$ cat src/rtl/qmj_pkg.sv
// shared types, constants and width helpers for the quintic coefficient block
`default_nettype none
package qmj_pkg;

    localparam int IN_W  = 32;
    localparam int T_W   = 20;
    localparam int OUT_W = 48;
    // quotient bits kept by each divider; more than this means clipping
    localparam int QB    = 49;

    typedef struct packed {
        logic signed [IN_W-1:0] start_pos;
        logic signed [IN_W-1:0] start_vel;
        logic signed [IN_W-1:0] start_acc;
        logic signed [IN_W-1:0] end_pos;
        logic signed [IN_W-1:0] end_vel;
        logic signed [IN_W-1:0] end_acc;
        logic [T_W-1:0]         duration;
    } t_qmj_in;

    typedef struct packed {
        logic signed [OUT_W-1:0] coef0;
        logic signed [OUT_W-1:0] coef1;
        logic signed [OUT_W-1:0] coef2;
        logic signed [OUT_W-1:0] coef3;
        logic signed [OUT_W-1:0] coef4;
        logic signed [OUT_W-1:0] coef5;
        logic                    saturated;
    } t_qmj_out;

    typedef struct packed {
        logic                    sat;
        logic signed [OUT_W-1:0] q;
    } t_sat48;

    typedef enum logic {
        BK_IDLE,
        BK_RUN
    } t_bk_state;

    function automatic int qmj_max(input int a, input int b);
        return (a > b) ? a : b;
    endfunction

    // width of the combined residual terms for a given fraction width
    function automatic int qmj_mw(input int f);
        int rbiw;
        int raw;
        rbiw = qmj_max(33 + f, 53) + 1;
        raw  = qmj_max(qmj_max(34 + 2 * f, 54 + f), 74) + 2;
        return qmj_max(qmj_max(raw, rbiw + 21), 75) + 6;
    endfunction

    // clip a 64-bit value to the signed 48-bit output range
    function automatic t_sat48 sat48(input logic signed [63:0] v);
        t_sat48 r;
        if ((v[63:OUT_W-1] == '0) || (v[63:OUT_W-1] == '1)) begin
            r.sat = 1'b0;
            r.q   = v[OUT_W-1:0];
        end else begin
            r.sat = 1'b1;
            r.q   = v[63] ? {1'b1, {(OUT_W-1){1'b0}}} : {1'b0, {(OUT_W-1){1'b1}}};
        end
        return r;
    endfunction

endpackage
`default_nettype wire

$ cat src/rtl/qmj_div.sv
// rounding divider, one quotient bit per cycle, with clipping to 48 bits
`default_nettype none
module qmj_div
    import qmj_pkg::*;
#(
    parameter int MW = 96,
    parameter int DW = 60,
    parameter int SH = 31
) (
    input  wire logic              i_clk,
    input  wire logic              i_rst_n,
    input  wire logic              i_start,
    input  wire logic signed [MW-1:0] i_num,
    input  wire logic [DW-1:0]     i_den,
    output logic                   o_done,
    output logic signed [OUT_W-1:0] o_q,
    output logic                   o_sat
);
    localparam int N2W = MW + SH + 2;
    localparam int XW  = qmj_max(N2W, DW + 1 + QB);
    localparam int CW  = $clog2(QB);

    logic [N2W-1:0] r_n2;
    logic [DW:0]    r_d2, r_rem;
    logic [QB-1:0]  r_low, r_q;
    logic [CW-1:0]  r_cnt;
    logic           r_neg, r_ovf, r_prep, r_run, r_done;

    logic [MW-1:0]  w_mag;
    logic [XW-1:0]  w_nx, w_dx;
    logic [DW+1:0]  w_sh, w_diff;
    logic [QB-1:0]  w_neg_q;

    always_comb begin
        w_mag   = i_num[MW-1] ? MW'(-i_num) : MW'(i_num);
        w_nx    = XW'(r_n2);
        w_dx    = XW'(r_d2) << QB;
        w_sh    = {r_rem, r_low[QB-1]};
        w_diff  = w_sh - {1'b0, r_d2};
        w_neg_q = -r_q;
        // clip against the limit of the result's sign
        if (r_ovf || (r_neg ? (r_q > (QB'(1) << (OUT_W - 1))) :
                              (r_q > ((QB'(1) << (OUT_W - 1)) - 1'b1)))) begin
            o_sat = 1'b1;
            o_q   = r_neg ? {1'b1, {(OUT_W-1){1'b0}}} : {1'b0, {(OUT_W-1){1'b1}}};
        end else begin
            o_sat = 1'b0;
            o_q   = r_neg ? w_neg_q[OUT_W-1:0] : r_q[OUT_W-1:0];
        end
    end

    always_ff @(posedge i_clk) begin
        if (!i_rst_n) begin
            r_prep <= 1'b0;
            r_run  <= 1'b0;
            r_done <= 1'b0;
            r_cnt  <= '0;
        end else begin
            r_prep <= i_start;
            r_done <= r_run && (r_cnt == CW'(QB - 1));
            if (r_prep) begin
                r_run <= 1'b1;
                r_cnt <= '0;
            end else if (r_run) begin
                r_cnt <= r_cnt + 1'b1;
                if (r_cnt == CW'(QB - 1)) begin
                    r_run <= 1'b0;
                end
            end
        end
    end

    always_ff @(posedge i_clk) begin
        if (i_start) begin
            // round half away: (2|n| + d) / 2d
            r_n2  <= ((N2W'(w_mag) << SH) << 1) + N2W'(i_den);
            r_d2  <= {i_den, 1'b0};
            r_neg <= i_num[MW-1];
        end
        if (r_prep) begin
            r_ovf <= (w_nx >= w_dx);
            r_rem <= w_nx[QB+DW:QB];
            r_low <= r_n2[QB-1:0];
        end else if (r_run) begin
            r_low <= {r_low[QB-2:0], 1'b0};
            if (!w_diff[DW+1]) begin
                r_rem <= w_diff[DW:0];
                r_q   <= {r_q[QB-2:0], 1'b1};
            end else begin
                r_rem <= w_sh[DW:0];
                r_q   <= {r_q[QB-2:0], 1'b0};
            end
        end
    end

    assign o_done = r_done;
endmodule
`default_nettype wire

$ cat src/rtl/qmj_back.sv
// back end: three dividers run side by side, result register
`default_nettype none
module qmj_back
    import qmj_pkg::*;
#(
    parameter int F  = 16,
    parameter int MW = 96
) (
    input  wire logic              i_clk,
    input  wire logic              i_rst_n,
    input  wire logic              i_valid,
    output logic                   o_pop,
    input  wire logic signed [OUT_W-1:0] i_c0,
    input  wire logic signed [OUT_W-1:0] i_c1,
    input  wire logic signed [OUT_W-1:0] i_c2,
    input  wire logic              i_sat012,
    input  wire logic              i_zero,
    input  wire logic signed [MW-1:0] i_m3,
    input  wire logic signed [MW-1:0] i_m4,
    input  wire logic signed [MW-1:0] i_m5,
    input  wire logic [3*T_W-1:0]  i_t3,
    input  wire logic [4*T_W-1:0]  i_t4,
    input  wire logic [5*T_W-1:0]  i_t5,
    output logic                   o_valid,
    output t_qmj_out               o_result
);
    t_bk_state r_state, n_state;
    logic      w_start;

    logic signed [OUT_W-1:0] r_c0, r_c1, r_c2;
    logic      r_s, r_z, r_valid;
    t_qmj_out  r_res;

    logic                    d3_done, d4_done, d5_done;
    logic signed [OUT_W-1:0] d3_q, d4_q, d5_q;
    logic                    d3_sat, d4_sat, d5_sat;

    always_comb begin
        n_state = r_state;
        w_start = 1'b0;
        case (r_state)
            BK_IDLE: begin
                if (i_valid) begin
                    w_start = 1'b1;
                    n_state = BK_RUN;
                end
            end
            BK_RUN: begin
                if (d3_done) begin
                    n_state = BK_IDLE;
                end
            end
            default: n_state = BK_IDLE;
        endcase
    end

    always_ff @(posedge i_clk) begin
        if (!i_rst_n) begin
            r_state <= BK_IDLE;
            r_valid <= 1'b0;
        end else begin
            r_state <= n_state;
            r_valid <= (r_state == BK_RUN) && d3_done;
        end
    end

    always_ff @(posedge i_clk) begin
        if (w_start) begin
            r_c0 <= i_c0;
            r_c1 <= i_c1;
            r_c2 <= i_c2;
            r_s  <= i_sat012;
            r_z  <= i_zero;
        end
        if (d3_done) begin
            r_res.coef0     <= r_c0;
            r_res.coef1     <= r_c1;
            r_res.coef2     <= r_c2;
            r_res.coef3     <= r_z ? '0 : d3_q;
            r_res.coef4     <= r_z ? '0 : d4_q;
            r_res.coef5     <= r_z ? '0 : d5_q;
            r_res.saturated <= r_s | r_z | d3_sat | d4_sat | d5_sat;
        end
    end

    qmj_div #(.MW(MW), .DW(3*T_W), .SH(31)) u_div3 (
        .i_clk(i_clk), .i_rst_n(i_rst_n), .i_start(w_start),
        .i_num(i_m3), .i_den(i_t3),
        .o_done(d3_done), .o_q(d3_q), .o_sat(d3_sat)
    );

    qmj_div #(.MW(MW), .DW(4*T_W), .SH(31 + F)) u_div4 (
        .i_clk(i_clk), .i_rst_n(i_rst_n), .i_start(w_start),
        .i_num(i_m4), .i_den(i_t4),
        .o_done(d4_done), .o_q(d4_q), .o_sat(d4_sat)
    );

    qmj_div #(.MW(MW), .DW(5*T_W), .SH(31 + 2 * F)) u_div5 (
        .i_clk(i_clk), .i_rst_n(i_rst_n), .i_start(w_start),
        .i_num(i_m5), .i_den(i_t5),
        .o_done(d5_done), .o_q(d5_q), .o_sat(d5_sat)
    );

    assign o_pop    = w_start;
    assign o_valid  = r_valid & d4_done & d5_done | r_valid & ~(d4_done | d5_done);
    assign o_result = r_res;
endmodule
`default_nettype wire

$ cat config.mk
export PLATFORM = sky130hd
export DESIGN_NAME = qmj_back
export DESIGN_NICKNAME = d
export VERILOG_FILES = /design/src/rtl/qmj_pkg.sv /design/src/rtl/qmj_div.sv /design/src/rtl/qmj_back.sv
export SDC_FILE = /design/constraint.sdc
export NUM_CORES = 2
export LEC_CHECK = 0
export BUFFER_PORTS_ARGS = -buffer_cell sky130_fd_sc_hd__buf_2
export CAP_MARGIN = 40
export CELL_PAD_IN_SITES_DETAIL_PLACEMENT = 1
export CELL_PAD_IN_SITES_GLOBAL_PLACEMENT = 1
export CORE_MARGIN = 3
export CORE_UTILIZATION = 50
export DETAILED_ROUTE_END_ITERATION = 8
export PLACE_DENSITY_LB_ADDON = 0.1
export REMOVE_ABC_BUFFERS = 1
export SETUP_SLACK_MARGIN = 0.15
export SLEW_MARGIN = 40
export SYNTH_ARGS = -nofsm -noshare
export SYNTH_HDL_FRONTEND = slang
export SYNTH_SLANG_ARGS = --single-unit
$ cat constraint.sdc
create_clock -name i_clk -period 85.1 [get_ports i_clk]
set_input_delay 0 -clock i_clk [delete_from_list [all_inputs] [get_ports i_clk]]
set_output_delay 0 -clock i_clk [all_outputs]
set_load 0.005 [all_outputs]
# Word-level counts from Yosys, hierarchy flattened
# Index checks and enable logic that the tools add are counted.
# classes
n_addsub	15
n_lt_le_gt_ge	9
n_eq_ne	3
n_mux	49
n_bitwise	13
n_reduce_logical	14
# ops
operator	n
$mux W48	9
$mux W101	3
$mux W49	6
$mux W96	3
$neg A96 Y96	3
$mux W81	3
$mux W61	3
$add A160 B100 Y161	1
$ge A161 B150 Y1	1
$gt A49 B47 Y1 const B	3
$gt A49 B48 Y1 const B	3
$add A144 B80 Y145	1
$ge A145 B130 Y1	1
$neg A48 Y48	3
$add A128 B60 Y129	1
$ge A129 B110 Y1	1
$sub A102 B101 Y102	1
$sub A82 B81 Y82	1
$sub A62 B61 Y62	1
$mux W1	21
$add A6 B1 Y6 const B	3
$eq A6 B6 Y1 const B	3
$or A1 B1 Y1	6
$reduce_and A2 Y1	3
other kinds (7)	19
# totals
ff_bits	1680
in_bits	677
out_inout_bits	291

# Longest topological paths before layout
# depth
depth_word	7
ltp_mapped	24
mapped_depth_nobuf	20

# Hierarchy
# From an unflattened synthesis, not the netlist that was laid out.
# unflattened
hier_cells	9538
hier_area_um2	98464.4
# modules_own_cells
mod	instances	cells_per_inst	area_per_inst_um2	seq_area_each_um2
qmj_div (u_div5)	1	3283	31129.9	12131.6
qmj_div (u_div4)	1	3038	28374.7	10930.5
qmj_div (u_div3)	1	2611	24671.2	9729.3
qmj_back	1	606	14288.7	13102.6

# Worst setup path before layout
# Ideal clock, no wire load.
# synth_timing
path_kind	reg2reg
startpoint	reg r_state
endpoint	reg r_state
setup_time_ns	0.178
arrival_time_ns	32.099
slack_ns	52.823
path_stages_with_launch	3
path_buffers	0
synth_period_minus_slack_ns	32.277
cell_sequence	dfxtp_1 > nor2b_1 > o21a_1
# synth_via
elab_chain_cells	2
# synth_lines
item	line	source
start: declaration	qmj_back.sv:27	t_bk_state r_state, n_state;
start signal: assignment	qmj_back.sv:62	r_state <= n_state;
$not A1 Y1	-	
$pmux W1 S2 *	qmj_back.sv:41	case (r_state)
# Every way passes the cells marked *; elsewhere a longest branch is shown, timed or not.
# A chain may end at the register's enable or synchronous reset.

# Final worst setup path
# layout_timing
startpoint	in i_m5[0]
endpoint	reg u_div5.r_n2[149], data pin
# layout_via
elab_chain_cells	3
# layout_lines
item	line	source
start: declaration	qmj_back.sv:20	input wire logic signed [MW-1:0] i_m5,
$neg A96 Y96	qmj_div.sv:35	w_mag = i_num[MW-1] ? MW'(-i_num) : MW'(i_num);
$mux W96 *	qmj_div.sv:35	
$add A160 B100 Y161 *	qmj_div.sv:76	r_n2 <= ((N2W'(w_mag) << SH) << 1) + N2W'(i_den);
end signal: assignment	qmj_div.sv:76	
end: declaration	qmj_div.sv:23	logic [N2W-1:0] r_n2;
# Marks and branches as above.

==> key figures <==
Drt
  – Routed vias/inst: 6.680
  – DR pass1 iterations: 9
  – Antenna-violating nets left: 0
  – DRC: 0
  – WL/cell: about 32 um
  – Vias: between 90,000 and 100k
  – Iteration-0 DRC Markers: between 10,000 and 15,000
  – Total Wirelength: 453.2 mm

Timing
  – Final Cycle Share: 0.07895
  – Final setup viols: 0
  – Total negative slack: 0 ns
  – Hold_ws: -0.0004809 ns
  – Fin worst setup slack: between 70 and 80 ns
  – Final Hold Viols: 1
  – Achievable Freq: 0.1488 GHz
  – Slew Limit Fails: 0
  – Slew HR: 0.3748
  – Slew @ Worst Pin: just over 0.9 ns
  – RSZ-0062 raised after global routing: no
  – Final min period: 6.719 ns
  – Clock skew: just over 0.1 ns

Cells and area
  – Layout Area Growth over Synthesis: 25.84%
  – Nets: around 13,000
  – # fillers: just over 20,000
  – Reg area: 45,860 sq um
  – Layout cell share with drive strength beyond 1: 0.1418
  – Final instance area: around 120,000 sq um
  – Final std cells w/o fill: about 14,000
  – Final Util: 0.6349
  – Area of the multi-input gates: ~49,000 sq um

Die
  – Core footprint: slightly below 200,000 sq um
  – I/O pins: 968
  – Row count: approximately 160
  – Die Width: ~450 um
  – Die extent in y: between 400 and 500 um
  – Die area: 200,300 sq um
  – Initial cell density of the core: 0.5045

Clock tree
  – Post-cts sizing count: 0
  – TritonCTS clock tree: done
  – Clk slew on worst S/H paths: 0.06 ns
  – Clock Latency Late Sink: 0.92 ns
  – Clk sinks: roughly 1,500
  – Max clock buf depth: 3
  – Root Driver: clkbuf_16
  – H-tree depth: 4
  – CTS Buf Count: roughly 170

Setup path
  – Worst r2r dst: u_div5.r_rem[1]
  – Reg2Reg Depth: 16
  – WP data required: approximately 86 ns
  – Reg2reg start: u_div5.r_n2[21]
  – CP arrival: roughly 7.3 ns
  – Critical path class: in -> reg
  – Critical path launch point type: input pin
  – Setup crit end kind: register
  – Critical Path Fanout Max: 7
  – R2R setup slack: around 78 ns

Worst hold path
  – HP Start: i_m3[34]
  – HP Class: in -> reg
  – Hold path depth: 5
  – Worst Hold Path EP: u_div3.r_n2[66]

Yosys
  – Synth area leader: edfxtp_1
  – Area share of the largest cell type after synthesis: 0.4649
  – Ys Warns: 0
  – Synthesized cell area: between 90,000 and 100,000 sq um
  – Mean Syn Cell Area: around 10 sq um
  – Register bit total from synthesis: 1,536
  – Number of flops mapped to enable cells by yosys: roughly 1,500
  – Top_reg_cell synth: edfxtp_1
  – Top area cells in the synthesized netlist: edfxtp_1, ha_1, xnor2_1
  – Synth Instances: approximately 9,400
  – Synth async-reset ratio: 0
  – Sequential share of the synthesized area: 0.4705
  – Netlist cell types: 101

Placement
  – Post-placement cell area: 104,800 sq um
  – Final HPWL DP: 289.2 mm
  – Post-Place Cells: roughly 13,000
  – Placer congestion estimate: 0.9801
  – I/O Buffers: 967
  – Worst slack at placement: 78.74 ns

Global routing
  – Overflow after GRT: 0
  – Largest net degree at the start of global routing: roughly 180
  – Total global-route track usage: 0.4365
  – Initial antenna violation count: 85
  – Vias in the first global route: just under 100k
  – Global-route wire length before repair: between 600 and 700 mm

Power
  – Final Power: roughly 2.8 mW
  – Peak VDD IR: 25.11 uV
  – Cell leakage power: 46.99 nW
  – Pwr dens: between 20 and 25 nW/um^2

Status
  – Outcome: finished with violations
  – Failing checks: hold timing

Run
  – Max Cap Viol: 0
[worst max-delay path by stage]
stage,slack [ns],to,cells past startpoint,from
detailed placement,78.74,u_div5.r_rem[56],16,u_div5.r_n2[7]
global placement,78.91,u_div5.r_rem[1],16,u_div5.r_n2[21]
floorplan,52.82,r_state,2,r_state
finish,78.38,u_div5.r_n2[149],21,i_m5[0]
CTS,78.66,u_div4.r_n2[135],19,i_m4[5]
global route,78.12,u_div4.r_n2[142],24,i_m4[1]
[final cells by class]
class                   count  area share
multi-input cells        7089      0.3993
flip-flops and latches   1536      0.3739
repair buffers           2155      0.1371
clock buffers             194     0.03593
well taps                2526     0.02577
clock inverters           128     0.01465
inverters                 395     0.01213
diodes                     54    0.001102
[placed cells by master, fill, tap and decap left out, drive strengths merged, types with 76 or more instances in the layout]
cell type	instances
a211oi	82
a21o	296
a21oi	626
a31oi	99
buf	1042
clkbuf	195
dlygate4sd3	1112
edfxtp	1509
ha	592
inv	400
mux2	154
mux2i	155
nand2	710
nand2b	110
nand3	164
nand4	249
nor2	680
nor2b	85
nor3	263
nor3b	84
nor4	202
o21ai	530
o21bai	76
o31ai	110
or3	112
or4	110
xnor2	482
xor2	294
[state kept, by name, summed over array words and instances, names as in the netlist, 61 cells and up]
name	count
o_result	289
u_div5.r_n2	161
u_div4.r_n2	145
u_div3.r_n2	129
u_div5.r_rem	101
u_div4.r_rem	81
u_div3.r_rem	61
[worst max-delay path: stages]
cell	delay, ns
dlygate4sd3_1	0.55
buf_2	0.18
inv_1	0.07
ha_1	0.20
nor3b_1	0.74
nand3_1	0.60
o21ai_0	0.39
xnor2_1	0.13
ha_1	0.42
nand2_1	0.08
o32ai_1	0.52
nor4_1	0.17
o21ai_0	0.28
a21oi_1	0.26
o211ai_1	0.40
nand4_1	0.22
or4b_1	0.70
nor3_1	0.45
and4bb_2	0.30
xnor2_1	0.06
dlygate4sd3_1	0.58
[report_power, final]
part	switching, mW	internal [mW]
registers	0.0639	0.940
logic	0.572	0.347
clock network	0.384	0.483
total	1.02	1.77
[synthesized netlist by cell type (all sizes together) (63+ instances only)]
cell / number
a211oi: 82
a21o: 296
a21oi: 626
a31oi: 99
and3: 63
clkbuf: 377
edfxtp: 1509
ha: 592
inv: 393
mux2: 154
mux2i: 155
nand2: 710
nand2b: 110
nand3: 164
nand4: 249
nor2: 680
nor2b: 85
nor3: 263
nor3b: 84
nor4: 202
o21a: 75
o21ai: 530
o21bai: 76
o31ai: 110
o41ai: 67
or3: 112
or4: 110
xnor2: 482
xor2: 294
[timing repair]
| item | CTS | global route |
|---|---|---|
| hold buffers | 1108 | 4 |
| setup buffers | 0 | 0 |
| hold endpoints to repair | 706 | 4 |
[metal layers]
| layer | wire length [um] | track usage | vias to the layer above | part of all wire |
|---|---|---|---|---|
| met5 | 344 | 0.003419 | - | 0.00076 |
| met2 | 204800 | 0.6859 | 6072 | 0.45 |
| met1 | 165300 | 0.5205 | 46340 | 0.36 |
| met3 | 42900 | 0.1102 | 1934 | 0.095 |
| met4 | 39930 | 0.3169 | 40 | 0.088 |
| li1 | - | - | 39650 | - |
[cells by family (layout without fill, tap and decap cells)]
group	count (synthesis)	after routing	synth area share
adder cells (fa/ha/maj)	598	598	0.07723
flip-flops	1536	1536	0.4705
other	1	57	0.00003848
XOR/XNOR	776	776	0.06973
AND/OR/NAND/NOR	3043	3043	0.1611
buffers and inverters	803	2872	0.03116
AO/OA/AOI/OAI	2360	2360	0.1566
multiplexers	309	309	0.03371
(Power assumes the default switching activity.)
