===== config.mk =====
export PLATFORM = sky130hd
export DESIGN_NAME = qmj_fifo
export DESIGN_NICKNAME = d
export VERILOG_FILES = /design/src/rtl/qmj_fifo.sv
export SDC_FILE = /design/constraint.sdc
export NUM_CORES = 1
export LEC_CHECK = 0
export BUFFER_PORTS_ARGS = -buffer_cell sky130_fd_sc_hd__clkbuf_2
export CAP_MARGIN = 40
export CORE_ASPECT_RATIO = 0.8
export CORE_MARGIN = 2
export CORE_UTILIZATION = 35
export DETAILED_ROUTE_END_ITERATION = 6
export PLACE_DENSITY = 0.57
export SLEW_MARGIN = 15
export SYNTH_ARGS = -nofsm -noshare
export SYNTH_HDL_FRONTEND = slang
export SYNTH_SLANG_ARGS = --single-unit

===== constraint.sdc =====
create_clock -name i_clk -period 4.35 [get_ports i_clk]
set_clock_uncertainty 0.2 [all_clocks]
set_input_delay 0.435 -clock i_clk [delete_from_list [all_inputs] [get_ports i_clk]]
set_output_delay 0.435 -clock i_clk [all_outputs]
set_load 0.005 [all_outputs]

===== src/rtl/qmj_fifo.sv =====
// small show-ahead queue between the front and the back
`default_nettype none
module qmj_fifo #(
    parameter int W     = 8,
    parameter int DEPTH = 8
) (
    input  wire logic         i_clk,
    input  wire logic         i_rst_n,
    input  wire logic         i_push,
    input  wire logic [W-1:0] i_data,
    input  wire logic         i_pop,
    output logic [W-1:0]      o_data,
    output logic              o_empty,
    output logic              o_full
);
    localparam int AW = (DEPTH > 1) ? $clog2(DEPTH) : 1;

    logic [W-1:0]  r_mem [DEPTH];
    logic [AW-1:0] r_wp, r_rp;
    logic [AW:0]   r_cnt;

    always_ff @(posedge i_clk) begin
        if (!i_rst_n) begin
            r_wp  <= '0;
            r_rp  <= '0;
            r_cnt <= '0;
        end else begin
            if (i_push) begin
                r_wp <= (r_wp == AW'(DEPTH - 1)) ? '0 : r_wp + 1'b1;
            end
            if (i_pop) begin
                r_rp <= (r_rp == AW'(DEPTH - 1)) ? '0 : r_rp + 1'b1;
            end
            r_cnt <= r_cnt + (AW+1)'(i_push) - (AW+1)'(i_pop);
        end
    end

    always_ff @(posedge i_clk) begin
        if (i_push) begin
            r_mem[r_wp] <= i_data;
        end
    end

    assign o_data  = r_mem[r_rp];
    assign o_empty = (r_cnt == '0);
    assign o_full  = (r_cnt == (AW+1)'(DEPTH));
endmodule
`default_nettype wire


# --- Yosys cells after proc, flatten, opt, wreduce, memory -nomap -nowiden ---
# Memory sizes are Yosys's and may differ from the RTL's. A register that Yosys moved wholly into a read port is not among the register bits.
# Cells that the tools add are included.
# Widths: inputs -> output; s select.
word_totals:
  ramBits: 64
  in_bits: 12
  register_bits: 10
  wordCells: 18
  n_memories: 1
classes:
  mux: 6
  n_reduce_logical: 1
  n_eq_ne: 3
  add_sub_neg: 4
memory_table:
  columns: ["name", "depth", "width", "rd", "rd_ports_with_merged_regs", "write_ports", "line_no", "source"]
  rows:
  - ["r_mem", 8, 8, 1, 1, 1, "18", "logic [W-1:0] r_mem [DEPTH];"]
ops:
  columns: ["operator", "n"]
  rows:
  - ["$mux 3", 4]
  - ["$add 3x1->3 const B", 2]
  - ["$eq 3x3->1 const B", 2]
  - ["$add 4x1->4", 1]
  - ["$eq 4x4->1 const B", 1]
  - ["$logic_not 4->1", 1]
  - ["$sub 4x1->4", 1]
  - ["$mux 1", 2]

# --- Longest topological paths before layout ---
# Gate-level depths: netlist of run 1.
depth:
  word_depth: 4
  ltp_mapped: 8

# --- Worst setup path after synthesis of run 1 ---
# Ideal clock, no wire load.
synth_timing:
  path_kind: "reg-to-output"
  from: "register with a tool-made name"
  to: "output o_data[1]"
  slack_ns: 2.354
  required_ns: 3.715
  path_stages_with_launch: 5
  arrival_time_ns: 1.361
  n_path_buf: 2
  path_cell_list: "dfxtp_1 -> buf_6 -> buf_12 -> mux4_1 -> mux2_2"
synth_rtl:
  columns: ["element", "line_no", "source"]
  rows:
  - ["end: declaration", "12", "output logic [W-1:0] o_data,"]

==> results of run 1 <==
-- logic make-up (layout without fill, tap and decap cells) --
| kind of cell | Yosys count | in the layout | synth area share [%] |
|---|---|---|---|
| buf+inv | 14 | 54 | 2.467 |
| mux | 28 | 28 | 17.39 |
| fa+ha+maj | 11 | 11 | 4.616 |
| compound gates | 5 | 5 | 0.9948 |
| simple gates | 29 | 29 | 4.855 |
| flops | 77 | 77 | 69.40 |
| xor+xnor | 1 | 1 | 0.2786 |
-- cells in the final DEF, fill, tap and decap left out, drive strengths merged, types with 4 or more instances in the layout --
master / count
and2: 4
buf: 9
clkbuf: 30
dfxtp: 13
edfxtp: 64
ha: 10
inv: 11
mux2: 8
mux2i: 4
mux4: 16
nand2: 5
nand2b: 4
nor2: 6
nor2b: 5
-- worst min path at each step --
stage / to / slack, ns / depth (start not counted)
after floorplan: flop / 0.31 / 2
after global placement: r_rp[2]$_SDFFE_PN0P_ / 0.33 / 2
after detailed placement: r_rp[2]$_SDFFE_PN0P_ / 0.35 / 2
after CTS: r_mem[4][6]$_DFFE_PP_ / 0.15 / 1
after global routing: r_mem[4][6]$_DFFE_PP_ / 0.16 / 1
final: r_mem[4][6]$_DFFE_PP_ / 0.17 / 1
-- cell type report --
cell class | count | area share, %
clock buffers | 9 | 3.410
repair buffers | 30 | 4.960
flip-flops and latches | 77 | 60.08
clock inverters | 7 | 2.239
multi-input cells | 74 | 24.63
inverters | 8 | 0.8267
well taps | 112 | 3.858
-- power by group through the flow --
| stage | sequential (W) | clock, W | combinational [W] |
|---|---|---|---|
| finish | 0.000844 | 0.000539 | 0.000175 |
| global route | 0.000849 | 0.000587 | 0.000204 |
| CTS | 0.000845 | 0.000554 | 0.000180 |
| detailed placement | 0.000862 | 0 | 0.000179 |
| global placement | 0.000864 | 0 | 0.000170 |
| floorplan | 0.000853 | 0 | 0.000129 |
-- routing by layer --
metal | part of all wire [%] | vias up
li1 | - | 715
met1 | 51 | 762
met2 | 46 | 14
met3 | 2.8 | 4
met4 | 0.68 | 0
met5 | 0 | -
-- synth_stat cells, types with 2 or more instances --
master    number  area share, %
and2_1         4           0.80
and3_1         2           0.40
clkbuf_1       2           0.24
dfxtp_1       13            8.3
edfxtp_1      64             61
ha_1          10            4.0
inv_1          8           0.96
mux2_2         8            2.9
mux2i_1        4            1.3
mux4_1        15             13
nand2_1        5           0.60
nand2b_1       4           0.80
nor2_1         6           0.72
nor2b_1        5           0.99
nor3_1         2           0.32
-- critical path: cells and delay by family (launching register included) --
family | cells | cell delay, ns
buffers and inverters | 2 | 0.32
muxes | 2 | 0.84
DFF | 1 | 0.56
-- per-stage QoR --
stage	setup WS, ns	instance area, um2	instances	total power, W	util, %
global route	1.512	3632	317	0.001639	42.26
floorplan	2.354	3144	165	0.0009817	-
global placement	1.749	3352	292	0.001034	39.00
CTS	1.603	3617	315	0.001579	42.08
finish	1.665	3632	317	0.001558	42.26
detailed placement	1.993	3412	299	0.001040	39.69
-- flip-flops by register name (all words and copies together) (netlist names), named ones only --
register	cells
r_cnt	4
r_mem	64
r_rp	3
r_wp	3
==> summary.txt, run 1 <==
Detailed routing
  – Via/cell ratio: 4.716
  – Routed WL per cell: 16.16 um
  – Drc violations: 0
  – Via count: 1495
  – Initial DRT Pass Iterations: 4
  – Total routed wirelength: 5.122 mm
  – Starting DRT DRC Count: 109
  – Antenna viol nets, final: 0

Critical path
  – Setup crit end kind: output pin
  – Reg2Reg Setup Slack: 2.50 ns
  – CP Data Arrival Time: 2.05 ns
  – Reg2reg end: r_cnt[2]$_SDFF_PN0_
  – Slowest cell on the critical path: dfxtp_1
  – Required time worst endpoint: 3.71 ns
  – Worst-path maximum fanout: 10
  – Worst Setup Path Type: reg2out
  – CP Launch Type: flop
  – Worst-case reg-to-reg path depth: 8
  – Start of the worst register-to-register path: r_cnt[0]$_SDFF_PN0_
  – Crit-path max cell delay: 0.56 ns
  – CP cell instances: buf_8, mux4_1, mux2_2, clkbuf_2
  – Crit path capture: o_data[2]

GRT
  – Largest net degree at the start of global routing: 17
  – Global-route wire length before repair: 8.128 mm
  – Met2 Track Usage GR: 17.29%
  – GRT busiest layer: met2
  – Global-route usage over all layers: 11.79%
  – Initial antenna violation count: 0
  – Total global routing overflow: 0
  – Met3 Use GR: 3.976%
  – Vias in the first global route: 1454
  – GR Layer Usage met1: 16.76%

STA
  – Slew Limit Fails: 0
  – Hold Fails Final Rpt: 0
  – Slew margin rel.: 53.55%
  – RSZ-0062 raised after global routing: no
  – Tmin final: 2.685 ns
  – Final TNS setup: 0 ns
  – Least-Margin Pin Slew: 0.6958 ns
  – Fmax: 372.5 MHz
  – Final setup viols: 0
  – Worst hold slack: 0.1666 ns
  – Final worst path period share: 61.72%

Layout
  – Multi-input logic area: 894.6 um2
  – Layout fillers: 764
  – Layout cells sized above 1: 27.80%
  – FF/Latch Area: 0.002182 mm2
  – Antenna Cells: 0
  – Nets: 223
  – Area growth syn-to-layout: 15.52%

Yosys
  – Ys Warns: 0
  – Async SR Flop Fraction: 0%
  – Post-Syn Instances: 165
  – Synthesized area: 0.003144 mm2
  – Main flop type after synthesis: edfxtp_1
  – Sequential area share after synthesis: 69.40%
  – Post-synthesis cell type count: 28
  – Syn Nets: 188
  – Post-synth EDFFs: 64
  – Seq cells post-synth: 77
  – Average instance area after synthesis: 19.06 um2

Clock tree
  – Post CTS Setup Buffer Count: 0
  – H-Tree Depth: 3
  – Clk pin slew, worst setup/hold paths: 0.09 ns
  – CTS Sinks: 77
  – Clk Latency, worst-skew pair: 0.34 ns
  – Root Buffer Master: clkbuf_8
  – TritonCTS Buffers: 9
  – CTS tree: yes
  – Post-CTS Hold Buffers: 0
  – Max Root-Sink Buffers: 2
  – CTS resizes: 0

Die
  – Core Box Area: 0.008596 mm2
  – Chip Width: 110.0 um
  – Starting density of the core: 36.58%
  – Die height: 88.78 um
  – # IOs: 22
  – Std cell rows: 30
  – Die Area: 0.009763 mm2

Power
  – Internal power: 0.001194 W
  – Sw Ratio: 23.36%
  – Logic gate share of total power: 11.2%
  – Pleak: 1.301 nW
  – Cell Pwr Density: 429.0 mW/mm2
  – Worst vdd ir: 0.0001678 V
  – Sequential power share: 54.2%
  – Clock share of power: 34.6%
  – Switching power: 0.0003639 W

Min path
  – Hold Path Origin: i_data[6]
  – Worst min path class: in2reg

Placement
  – DP HPWL: 3.548 mm
  – RD Place Congestion: 0.6551
  – PortBufs: 21

Status
  – Status: completed

Flow run
  – Number of max-cap violations: 0
Power figures use the tool's default switching activity.
==> run 2, diff against run 1 <==
- clock period: 4.35 -> 2.6 ns (I/O delays scaled with it)
==> summary.txt, run 2 (synthesized netlist as in run 1, its figures left out) <==
STA
  – Worst hold slack: 0.01742 ns (was 0.1666 ns)
  – Final TNS setup: 0 ns (unchanged)
  – Least-Margin Pin Slew: 0.4976 ns (was 0.6958 ns)
  – Slew Limit Fails: 0 (unchanged)
  – Fmax: 413.4 MHz
  – Hold Fails Final Rpt: 0 (unchanged)
  – Slew margin rel.: 66.78% (was 53.55%)
  – Tmin final: 2.419 ns
  – Final setup viols: 0 (unchanged)
  – Final worst path period share: 93.03%
  – RSZ-0062 raised after global routing: no (unchanged)

Power
  – Switching power: 0.0006234 W (was 0.0003639 W)
  – Logic gate share of total power: 11.1% (was 11.2%)
  – Worst vdd ir: 0.0002444 V (was 0.0001678 V)
  – Clock share of power: 37.2% (was 34.6%)
  – Pleak: 1.348 nW (was 1.301 nW)
  – Sequential power share: 51.7% (was 54.2%)
  – Internal power: 0.002102 W (was 0.001194 W)
  – Sw Ratio: 22.88% (was 23.36%)
  – Cell Pwr Density: 734.0 mW/mm2 (was 429.0 mW/mm2)

Clock tree
  – CTS tree: yes (unchanged)
  – TritonCTS Buffers: 9 (unchanged)
  – Clk Latency, worst-skew pair: 0.35 ns (was 0.34 ns)
  – H-Tree Depth: 3 (unchanged)
  – Root Buffer Master: clkbuf_8 (unchanged)
  – Clk pin slew, worst setup/hold paths: 0.08 ns (was 0.09 ns)
  – Max Root-Sink Buffers: 2 (unchanged)
  – CTS Sinks: 77 (unchanged)
  – CTS resizes: 0 (unchanged)

Placement
  – DP HPWL: 3.460 mm (was 3.548 mm)
  – RD Place Congestion: 0.7056 (was 0.6551)
  – PortBufs: 21 (unchanged)

Die
  – Core Box Area: 0.008596 mm2 (unchanged)
  – # IOs: 22 (unchanged)
  – Std cell rows: 30 (unchanged)
  – Die Area: 0.009763 mm2 (unchanged)
  – Die height: 88.78 um (unchanged)
  – Starting density of the core: 36.58% (unchanged)
  – Chip Width: 110.0 um (unchanged)

Layout
  – Nets: 231 (was 223)
  – Most common cell after layout, fill and taps aside: edfxtp_1 (unchanged)
  – Commonest non-fill, non-tap cells in the layout: edfxtp_1, clkbuf_2, mux4_1 (unchanged)
  – Area growth syn-to-layout: 18.07% (was 15.52%)
  – Largest Register: r_mem (unchanged)
  – Antenna Cells: 0 (unchanged)
  – Layout cells sized above 1: 26.76% (was 27.80%)
  – Max reg flops: 64 (unchanged)
  – Biggest regs: r_mem: 64 flops, r_cnt: 4 flops (unchanged)

Critical path
  – Setup crit end kind: output pin (unchanged)
  – Worst-path maximum fanout: 7 (was 10)
  – Reg2reg end: r_cnt[2]$_SDFF_PN0_ (unchanged)
  – Start of the worst register-to-register path: r_cnt[0]$_SDFF_PN0_ (unchanged)
  – CP Launch Type: flop (unchanged)
  – Worst-case reg-to-reg path depth: 8 (unchanged)
  – Worst Setup Path Type: reg2out (unchanged)
  – Reg2Reg Setup Slack: 0.77 ns (was 2.50 ns)
  – Required time worst endpoint: 2.14 ns (was 3.71 ns)
  – CP Data Arrival Time: 1.96 ns (was 2.05 ns)

Min path
  – Hold path cells: 1 (unchanged)
  – Worst min path class: in2reg (unchanged)
  – Hold Path Origin: i_data[7] (was i_data[6])
  – Hold Crit Endpoint: r_mem[6][7]$_DFFE_PP_ (was r_mem[4][6]$_DFFE_PP_)

GRT
  – Global-route usage over all layers: 12.18% (was 11.79%)
  – Global-route wire length before repair: 8.321 mm (was 8.128 mm)
  – Total global routing overflow: 0 (unchanged)
  – Largest net degree at the start of global routing: 16 (was 17)
  – Vias in the first global route: 1557 (was 1454)
  – Initial antenna violation count: 0 (unchanged)

Detailed routing
  – Starting DRT DRC Count: 87 (was 109)
  – M1 wire length: 2.475 mm (was 2.589 mm)
  – Total routed wirelength: 5.231 mm (was 5.122 mm)
  – Antenna viol nets, final: 0 (unchanged)
  – Routed WL per cell: 16.10 um (was 16.16 um)
  – Via count: 1505 (was 1495)
  – Initial DRT Pass Iterations: 6 (was 4)
  – Met2 WL: 2.469 mm (was 2.355 mm)
  – Met3 routed WL: 250 um (was 142 um)
  – Highest Signal Layer: met4 (unchanged)
  – Via/cell ratio: 4.631 (was 4.716)
  – Drc violations: 0 (unchanged)

Flow run
  – Number of max-cap violations: 0 (unchanged)

Status
  – Status: completed (unchanged)
run 2: changes by cell type in the layout (fill, tap and decap cells not counted):
cell,delta
clkinv_4,+2
clkinvlp_4,-3
bufinv_16,+1
buf_8,-1
buf_4,+3
inv_6,+1
nor3_2,-2
nor3_1,+2
dlygate4sd3_1,+6
inv_8,-1
run 2: through the flow:
stage               setup slack, ns  total power, W  util, %  instance area (um2)  instances
CTS                          0.1382        0.002762    43.19                 3712        325
global placement             0.5424        0.001737    39.84                 3425        303
floorplan                    0.7794        0.001642        -                 3144        165
global route                0.06129        0.002859    43.19                 3712        325
finish                       0.1813        0.002725    43.19                 3712        325
detailed placement           0.5372        0.001741    39.84                 3425        303
run 2: layout make-up:
class	count	area (um2)
timing repair buffer	38	247.7
tap	112	140.1
clock inverter	7	103.9
clock buffer	9	123.9
fill	744	4883
inverter	8	30.03
sequential	77	2182
multi-input combinational	74	884.6
run 2: how the worst max path moves through the flow:
stage	to	cells after the start
floorplan	o_data[1]	4
global placement	o_data[1]	4
detailed placement	o_data[1]	4
CTS	o_data[1]	4
global route	o_data[4]	4
finish	o_data[1]	4
run 2: worst max-delay path, stage by stage (launching register included):
cell      delay, ns
dfxtp_1        0.43
buf_4          0.23
mux4_1         0.55
mux2_2         0.28
clkbuf_2       0.11
run 2: metal layers:
layer / vias to the layer above / track usage [%]
met5: - / 0
met4: 0 / 3.797
met3: 4 / 4.639
met2: 28 / 19.02
met1: 737 / 15.87
li1: 736 / -
run 2: power by group through the flow:
stage,registers [W],logic (W),clock network (W)
after floorplan,0.00143,0.000215,0
after global placement,0.00144,0.000297,0
after detailed placement,0.00144,0.000302,0
after CTS,0.00141,0.000311,0.00104
after global routing,0.00142,0.000351,0.00109
final,0.00141,0.000303,0.00101
run 2: timing repair:
action	4_1_cts	5_1_grt
hold endpoints to repair	45	0
setup buffers	0	0
hold buffers	6	0
==> run 3, diff against run 2 <==
- PLACE_DENSITY: 0.57 -> 0.53
==> summary.txt, run 3 (synthesized netlist as in run 1, its figures left out) <==
Placement
  – RD Place Congestion: 0.7642 (was 0.7056)
  – DP HPWL: 3.647 mm (was 3.460 mm)
  – Setup WS pre-CTS: 0.5775 ns (was 0.5372 ns)
  – PortBufs: 21 (unchanged)

Detailed routing
  – Initial DRT Pass Iterations: 4 (was 6)
  – Drc violations: 0 (unchanged)
  – Antenna viol nets, final: 0 (unchanged)
  – Via/cell ratio: 4.788 (was 4.631)
  – Total routed wirelength: 5.680 mm (was 5.231 mm)
  – Routed WL per cell: 17.48 um (was 16.10 um)
  – Via count: 1556 (was 1505)
  – Starting DRT DRC Count: 50 (was 87)

Clock tree
  – TritonCTS Buffers: 9 (unchanged)
  – CTS tree: yes (unchanged)
  – H-Tree Depth: 3 (unchanged)
  – Clk Latency, worst-skew pair: 0.34 ns (was 0.35 ns)
  – Post CTS Setup Buffer Count: 0 (unchanged)
  – CTS resizes: 0 (unchanged)
  – Clk pin slew, worst setup/hold paths: 0.07 ns (was 0.08 ns)
  – CTS Sinks: 77 (unchanged)
  – Root Buffer Master: clkbuf_8 (unchanged)
  – Max Root-Sink Buffers: 2 (unchanged)
  – Post-CTS Hold Buffers: 7 (was 6)

GRT
  – Total global routing overflow: 0 (unchanged)
  – Met3 Use GR: 5.228% (was 4.639%)
  – Initial antenna violation count: 0 (unchanged)
  – Global-route usage over all layers: 12.96% (was 12.18%)
  – Largest net degree at the start of global routing: 17 (was 16)
  – GR Layer Usage met1: 16.56% (was 15.87%)
  – Global-route wire length before repair: 8.880 mm (was 8.321 mm)
  – Met2 Track Usage GR: 20.64% (was 19.02%)
  – Vias in the first global route: 1629 (was 1557)
  – GRT busiest layer: met2 (unchanged)

Layout
  – Layout cells sized above 1: 25.82% (was 26.76%)
  – Commonest non-fill, non-tap cells in the layout: edfxtp_1, clkbuf_2, mux4_1 (unchanged)
  – Max reg flops: 64 (unchanged)
  – Layout fillers: 762 (was 744)
  – Antenna Cells: 0 (unchanged)
  – Area growth syn-to-layout: 17.75% (was 18.07%)
  – Largest Register: r_mem (unchanged)
  – Biggest regs: r_mem: 64 flops, r_cnt: 4 flops (unchanged)
  – Multi-input logic area: 884.6 um2 (unchanged)
  – Nets: 231 (unchanged)
  – FF/Latch Area: 0.002182 mm2 (unchanged)
  – Final core utilization: 43.07% (was 43.19%)
  – Most common cell after layout, fill and taps aside: edfxtp_1 (unchanged)

STA
  – Slew Limit Fails: 0 (unchanged)
  – Final worst path period share: 90.70% (was 93.03%)
  – Worst hold slack: 0.01590 ns (was 0.01742 ns)
  – Least-Margin Pin Slew: 0.4795 ns (was 0.4976 ns)
  – Hold Fails Final Rpt: 0 (unchanged)
  – Tmin final: 2.358 ns (was 2.419 ns)
  – Final setup viols: 0 (unchanged)
  – Fmax: 424.0 MHz (was 413.4 MHz)
  – Slew margin rel.: 67.99% (was 66.78%)
  – Final TNS setup: 0 ns (unchanged)
  – Worst setup margin: 0.2418 ns (was 0.1813 ns)
  – RSZ-0062 raised after global routing: no (unchanged)

Die
  – Std cell rows: 30 (unchanged)
  – Die height: 88.78 um (unchanged)
  – Chip Width: 110.0 um (unchanged)
  – Starting density of the core: 36.58% (unchanged)
  – # IOs: 22 (unchanged)
  – Core Box Area: 0.008596 mm2 (unchanged)
  – Die Area: 0.009763 mm2 (unchanged)

Critical path
  – Reg2Reg Setup Slack: 0.67 ns (was 0.77 ns)
  – Reg2reg end: r_cnt[2]$_SDFF_PN0_ (unchanged)
  – Worst-path maximum fanout: 16 (was 7)
  – Worst-case reg-to-reg path depth: 8 (unchanged)
  – Setup crit end kind: output pin (unchanged)
  – Required time worst endpoint: 2.14 ns (about the same)
  – CP cell instances: buf_4, mux4_1, mux2_2, clkbuf_2 (unchanged)
  – Worst Setup Path Type: reg2out (unchanged)
  – CP Data Arrival Time: 1.90 ns (was 1.96 ns)
  – Slowest cell on the critical path: mux4_1 (unchanged)
  – Start of the worst register-to-register path: r_cnt[0]$_SDFF_PN0_ (unchanged)
  – Crit-path max cell delay: 0.59 ns (was 0.55 ns)
  – Crit path capture: o_data[7] (was o_data[1])
  – CP Launch Type: flop (unchanged)

Power
  – Cell Pwr Density: 723.1 mW/mm2 (was 734.0 mW/mm2)
  – Clock share of power: 35.7% (was 37.2%)
  – Sequential power share: 52.6% (was 51.7%)
  – Worst vdd ir: 0.0003632 V (was 0.0002444 V)
  – Internal power: 0.002091 W (was 0.002102 W)
  – Switching power: 0.0005866 W (was 0.0006234 W)
  – Pleak: 1.342 nW (was 1.348 nW)
  – Sw Ratio: 21.91% (was 22.88%)
  – Logic gate share of total power: 11.7% (was 11.1%)

Status
  – Status: completed (unchanged)

Flow run
  – Number of max-cap violations: 0 (unchanged)

Min path
  – Worst min path class: in2reg (unchanged)
[run 3: changes by cell type in the layout (fill, tap and decap cells not counted)]
| cell | previous run | this run |
|---|---|---|
| inv_6 | 3 | 0 |
| dlygate4sd3_1 | 6 | 7 |
| buf_4 | 11 | 10 |
| clkinv_2 | 0 | 2 |
| clkbuf_1 | 0 | 1 |
[run 3: worst min-delay path by stage]
stage	startpoint	end	slack (ns)	cells after the start
after CTS	i_data[1]	r_mem[1][1]$_DFFE_PP_	0.002	1
after global placement	i_data[5]	r_mem[5][5]$_DFFE_PP_	0.32	1
after detailed placement	i_data[7]	r_mem[5][7]$_DFFE_PP_	0.34	1
after global routing	i_data[1]	r_mem[6][1]$_DFFE_PP_	0.009	1
after floorplan	i_data[0]	r_mem[0][0]$_DFFE_PP_	0.16	0
final	i_data[1]	r_mem[6][1]$_DFFE_PP_	0.02	1
[run 3: cell type report]
class	count	area share [%]
inverter	8	0.8111
clock buffer	10	3.447
clock inverter	6	2.366
sequential	77	58.94
timing repair buffer	38	6.759
tap	112	3.785
multi-input combinational	74	23.89
[run 3: power groups by stage]
| stage | registers [W] | logic, W | clock network (W) |
|---|---|---|---|
| 2_1_floorplan | 0.00143 | 0.000215 | 0 |
| 3_3_place_gp | 0.00143 | 0.000285 | 0 |
| 3_5_place_dp | 0.00144 | 0.000310 | 0 |
| 4_1_cts | 0.00141 | 0.000320 | 0.000987 |
| 5_1_grt | 0.00141 | 0.000358 | 0.00104 |
| 6_report | 0.00141 | 0.000312 | 0.000957 |
[run 3: worst max-delay path, delay by kind of cell, from the launching register on]
family | cells | cell delay [ns]
flops | 1 | 0.31
buf+inv | 2 | 0.38
mux | 2 | 0.87
[run 3: per-stage QoR]
step | instance area, um2 | cells | power, W
after floorplan | 3144 | 165 | 0.001642
after CTS | 3702 | 325 | 0.002717
after detailed placement | 3417 | 302 | 0.001747
after global placement | 3417 | 302 | 0.001720
after global routing | 3702 | 325 | 0.002813
final | 3702 | 325 | 0.002677
[run 3: per-layer routing]
metal	vias up	wire, um
met1	790	2626
met4	0	63
met3	6	290
met2	28	2700
li1	732	-
met5	-	0
